### config.mk
export PLATFORM = sky130hd
export DESIGN_NAME = sawc_ctrl
export DESIGN_NICKNAME = d
export VERILOG_FILES = /design/src/rtl/set_assoc_writeback_cache_defines.svh /design/src/rtl/sawc_pkg.sv /design/src/rtl/sawc_ctrl.sv
export SDC_FILE = /design/constraint.sdc
export NUM_CORES = 1
export LEC_CHECK = 0
export BUFFER_PORTS_ARGS = -buffer_cell sky130_fd_sc_hd__clkbuf_2
export CAP_MARGIN = 20
export CORE_AREA = 2 2 39 41
export CTS_BUF_LIST = sky130_fd_sc_hd__clkbuf_4
export CTS_CLUSTER_DIAMETER = 30
export DETAILED_ROUTE_END_ITERATION = 10
export DIE_AREA = 0 0 41 43
export HOLD_SLACK_MARGIN = 0.05
export SLEW_MARGIN = 20
export SYNTH_ARGS = -nofsm -noshare
export SYNTH_HDL_FRONTEND = slang
export SYNTH_SLANG_ARGS = --single-unit
### constraint.sdc
create_clock -name clk -period 1.4 [get_ports clk]
set_input_delay 0.28 -clock clk [delete_from_list [all_inputs] [get_ports clk]]
set_output_delay 0.28 -clock clk [all_outputs]
set_load 0.02 [all_outputs]
### src/rtl/set_assoc_writeback_cache_defines.svh
// assertion macros for the cache block
`ifndef SET_ASSOC_WRITEBACK_CACHE_DEFINES_SVH
`define SET_ASSOC_WRITEBACK_CACHE_DEFINES_SVH
// property that holds outside reset
`define SAWC_ASSERT(label, prop, msg) \
	label: assert property (@(posedge clk) disable iff (!arst_n) (prop)) else $error(msg);
// implication checked next cycle
`define SAWC_ASSERT_NEXT(label, cond, prop, msg) \
	label: assert property (@(posedge clk) disable iff (!arst_n) (cond) |=> (prop)) \
		else $error(msg);
`endif

### src/rtl/sawc_pkg.sv
// shared types, constants and state codes of the cache
package sawc_pkg;
	localparam int SETS_DEF       = 16;
	localparam int WAYS_DEF       = 4;
	localparam int LINE_BYTES_DEF = 16;
	localparam int ADDR_BITS_DEF  = 16;
	localparam int MEM_BITS       = 16;

	localparam logic KIND_READ  = 1'b0;
	localparam logic KIND_WRITE = 1'b1;

	typedef struct packed {
		logic       kind;
		logic [15:0] address;
		logic [7:0] write_data;
	} req_t;

	typedef struct packed {
		logic       hit;
		logic [7:0] read_data;
		logic       evicted;
		logic [3:0] evicted_set;
		logic [7:0] evicted_tag;
		logic       evicted_dirty;
	} rsp_t;

	typedef enum logic [3:0] {
		ST_CLEAR,
		ST_IDLE,
		ST_LOOKUP,
		ST_WB_RD,
		ST_WB_WR,
		ST_FILL_RD,
		ST_FILL_WR,
		ST_ACCESS,
		ST_DONE
	} state_t;

	// controller to datapath
	typedef struct packed {
		logic clear_step;
		logic capture;
		logic lookup;
		logic wb_read;
		logic wb_write;
		logic fill_read;
		logic fill_write;
		logic access;
		logic finish;
		logic cnt_clr;
	} cmd_t;

	// datapath to controller
	typedef struct packed {
		logic clear_last;
		logic hit;
		logic evict_dirty;
		logic cnt_last;
	} sts_t;
endpackage

### src/rtl/sawc_ctrl.sv
// controller state machine of the cache
module sawc_ctrl (
	input  logic                clk,
	input  logic                arst_n,
	input  logic                in_valid,
	output logic                in_ready,
	output logic                out_valid,
	input  logic                out_ready,
	input  sawc_pkg::sts_t      sts,
	output sawc_pkg::cmd_t      cmd
);
	sawc_pkg::state_t state_q, state_d;
	logic busy_out_q;

	always_ff @(posedge clk or negedge arst_n) begin
		if (!arst_n) begin
			state_q    <= sawc_pkg::ST_CLEAR;
			busy_out_q <= 1'b0;
		end else begin
			state_q <= state_d;
			if (state_q == sawc_pkg::ST_DONE) begin
				busy_out_q <= 1'b1;
			end else if (out_ready) begin
				busy_out_q <= 1'b0;
			end
		end
	end

	assign out_valid = busy_out_q;

	always_comb begin
		state_d = state_q;
		unique case (state_q)
			sawc_pkg::ST_CLEAR: begin
				if (sts.clear_last) state_d = sawc_pkg::ST_IDLE;
			end
			sawc_pkg::ST_IDLE: begin
				if (in_valid && (!busy_out_q || out_ready)) state_d = sawc_pkg::ST_LOOKUP;
			end
			sawc_pkg::ST_LOOKUP: begin
				if (sts.hit) state_d = sawc_pkg::ST_ACCESS;
				else if (sts.evict_dirty) state_d = sawc_pkg::ST_WB_RD;
				else state_d = sawc_pkg::ST_FILL_RD;
			end
			sawc_pkg::ST_WB_RD: state_d = sawc_pkg::ST_WB_WR;
			sawc_pkg::ST_WB_WR: begin
				state_d = sts.cnt_last ? sawc_pkg::ST_FILL_RD : sawc_pkg::ST_WB_RD;
			end
			sawc_pkg::ST_FILL_RD: state_d = sawc_pkg::ST_FILL_WR;
			sawc_pkg::ST_FILL_WR: begin
				state_d = sts.cnt_last ? sawc_pkg::ST_ACCESS : sawc_pkg::ST_FILL_RD;
			end
			sawc_pkg::ST_ACCESS: state_d = sawc_pkg::ST_DONE;
			sawc_pkg::ST_DONE: state_d = sawc_pkg::ST_IDLE;
			default: state_d = sawc_pkg::ST_IDLE;
		endcase
	end

	always_comb begin
		cmd      = '0;
		in_ready = 1'b0;
		unique case (state_q)
			sawc_pkg::ST_CLEAR: cmd.clear_step = 1'b1;
			sawc_pkg::ST_IDLE: begin
				// result register must be free before taking a new item
				in_ready    = !busy_out_q || out_ready;
				cmd.capture = in_valid && in_ready;
			end
			sawc_pkg::ST_LOOKUP: begin
				cmd.lookup  = 1'b1;
				cmd.cnt_clr = 1'b1;
			end
			sawc_pkg::ST_WB_RD: cmd.wb_read = 1'b1;
			sawc_pkg::ST_WB_WR: begin
				cmd.wb_write = 1'b1;
				cmd.cnt_clr  = sts.cnt_last;
			end
			sawc_pkg::ST_FILL_RD: cmd.fill_read = 1'b1;
			sawc_pkg::ST_FILL_WR: cmd.fill_write = 1'b1;
			sawc_pkg::ST_ACCESS: cmd.access = 1'b1;
			sawc_pkg::ST_DONE: cmd.finish = 1'b1;
			default: ;
		endcase
	end
endmodule

==> reports/metrics.cfg <==
[global_routing]
grt_max_degree = 12
grt.total_usage_pct = 16.43
grt_pass1_vias = 414
gr-total-overflow = 0
grt_pass1_wl_um = 1938
antenna_found_initial = 0

[worst_setup_path]
crit_path_start_kind = flop
r2r_slack_ps = -50
crit_type = reg2out
worstReg2RegEnd = state_q[1]
rr_worst_depth = 5
worstPathRequired_ps = 1120
crit_arrival_ps = 1330
worstSetupStartpoint = state_q[1]
r2r_start = state_q[2]
end_kind = primary output
cp-endpoint = cmd[0]
cp_max_fo = 2

[detailed_routing]
routedWlPerCell_um = 13.77
drc = 0
routed_wl_um = 1349
dr.pass1.iters = 4
via_count = 478
drt_iter0_drc = 4
antenna_left = 0
vias_per_cell = 4.878

[sta]
final-max-slew-violation-count = 0
grt_setup_unrepaired = yes
setup_viol_count_final = 13
finalWorstSetupSlack_ps = -210.6
final_hold_viol_count = 0
fmax_mhz = 620.9
hold_slack_ps = 386.6
tns_ps = -1371
tightest_slew_ps = 236.8
relSlewSlack_pct = 84.05
fin_skew_ps = 3.888
fin_crit_sh_pct = 115.0
period_minus_slack_ps = 1611

[clock_tree]
cts_made_buffers = 3
clk_pin_slew_ps = 40
root_buffer = clkbuf_4
cts_sinks = 5
clk_path_buf_depth = 2
cts_tree = built
htree_levels = 1
insertion_delay_ps = 240

[cells_and_area]
n_fill_cell = 110
syn_to_final_growth_pct = 132.6
layout.nets = 91
finalCoreUtilization_pct = 63.29
antenna-diode-count = 0
post_route_cells_drive_above_1_share_pct = 78.05

[place]
io_buffers = 19
place_congestion = 0.7177
dp_hpwl_um = 782.4

[floorplan]
io_pins = 20
core_area_um2 = 1384
die_w_um = 41
rows = 14
dieArea_um2 = 1763
initial_core_util_pct = 27.22
die_h_um = 43

[logic_synthesis]
synth_cell_types = 24
synth-warning-count = 0
seq_area_frac_synth_pct = 33.22
syn_avg_cell_area_um2 = 8.369
syn_nets = 53
syn_area_um2 = 376.6
syn_inst = 45
synth_seq_cells = 5

[run]
drv_cap = 0

[power_and_ir_drop]
vdd_ir_drop_max_v = 0.001399
power_density_nw_per_um2 = 2568
p_leak_nw = 0.4065

[worst_hold_path]
hp-class = in2async

[run_status]
status = complete, but fails checks
violations = negative setup slack

worst min path at each step:
stage                     startpoint         end  slack [ps]  depth (start not counted)
after floorplan               arst_n   out_valid         -20                          0
after global placement        arst_n  state_q[2]         100                          1
after detailed placement      arst_n  state_q[2]         100                          1
after CTS                     arst_n  state_q[1]         390                          2
after global routing          arst_n  state_q[1]         390                          2
final                         arst_n  state_q[2]         390                          2
repair_timing:
| action | in CTS | in global routing |
|---|---|---|
| endpoints found under the hold margin | 5 | 0 |
| setup buffers | 3 | 6 |
| gates resized for setup | 29 | 29 |
| setup endpoints to repair | 11 | 12 |
| hold buffers | 1 | 0 |
| pin swaps | 2 | 4 |
power by group:
| part | internal [W] | switching (W) |
|---|---|---|
| clock network | 0.000127 | 0.0000565 |
| logic | 0.000927 | 0.000813 |
| registers | 0.000213 | 0.000113 |
| total | 0.00127 | 0.000983 |
routing by layer:
metal / global-route usage [%] / wire [µm]
met4: 2.000 / 0
met3: 6.283 / 57
met1: 20.85 / 482
met2: 26.25 / 808
met5: 0 / 0
cells in the final DEF (no fill, tap or decap), types with 2 or more instances in the layout:
| cell type | netlist | layout |
|---|---|---|
| nor4_2 | 0 | 2 |
| nand2_2 | 1 | 2 |
| clkbuf_4 | 0 | 4 |
| nand2b_4 | 0 | 2 |
| buf_12 | 0 | 3 |
| buf_4 | 1 | 15 |
| nor3_2 | 1 | 2 |
| dfrtp_1 | 5 | 2 |
| nor2_4 | 0 | 3 |
| buf_6 | 1 | 9 |
| nor2_1 | 7 | 4 |
| dfrtp_2 | 0 | 3 |
| nor4b_4 | 0 | 2 |
| clkbuf_2 | 0 | 8 |
| nor3_4 | 0 | 2 |
| nand2b_1 | 4 | 2 |
per-stage QoR:
stage	instances	setup WS, ps	power (W)	area [µm²]
after detailed placement	84	-28.16	0.001353	584.3
after global placement	84	13.41	0.001337	584.3
after floorplan	45	-20.51	0.0009700	412.9
after CTS	92	-230.1	0.001900	762.0
after global routing	98	-269.2	0.002390	875.8
final	98	-210.6	0.002249	875.8
sequential cells by signal, indices dropped and copies added, names as in the netlist:
register   count
state_q        4
out_valid      1
critical path: stages (launching register included):
cell	delay, ps
dfrtp_1	410
inv_2	80
mux2_4	310
nor3_4	120
clkbuf_8	170
cell type report:
type                       count  area [µm²]  share of cell area (%)
multi-input combinational     35       355.3                   40.57
timing repair buffer          37       337.8                   38.57
sequential                     5       128.9                   14.71
clock buffer                   4       30.03                   3.429
tap                           16       20.02                   2.286
inverter                       1       3.754                  0.4286
synth_stat cells:
cell,n,area (µm²)
a21o_1,1,7.510
buf_6,1,11.26
nand2_2,1,6.260
buf_2,2,10.01
nor4_1,2,12.51
nand3_1,1,5.000
o31ai_1,1,7.510
nor4b_1,3,26.28
a311o_1,1,10.01
mux2_2,1,11.26
nor3_2,1,10.01
a21oi_1,2,10.01
inv_1,1,3.750
nand2_1,2,7.510
nor3_1,3,15.01
mux2i_1,1,10.01
nor2_1,7,26.28
nand2b_1,4,25.02
buf_4,1,7.510
dfrtp_1,5,125.1
o21ai_0,1,5.000
o311a_1,1,10.01
nor2b_1,1,6.260
a211oi_1,1,7.510
cells by family after synthesis:
group	after synthesis	share of synthesized area (%)
compound gates	8	15.28
buf+inv	5	8.638
flops	5	33.22
mux	2	5.648
simple gates	25	37.21
Power figures use the tool's default switching activity.
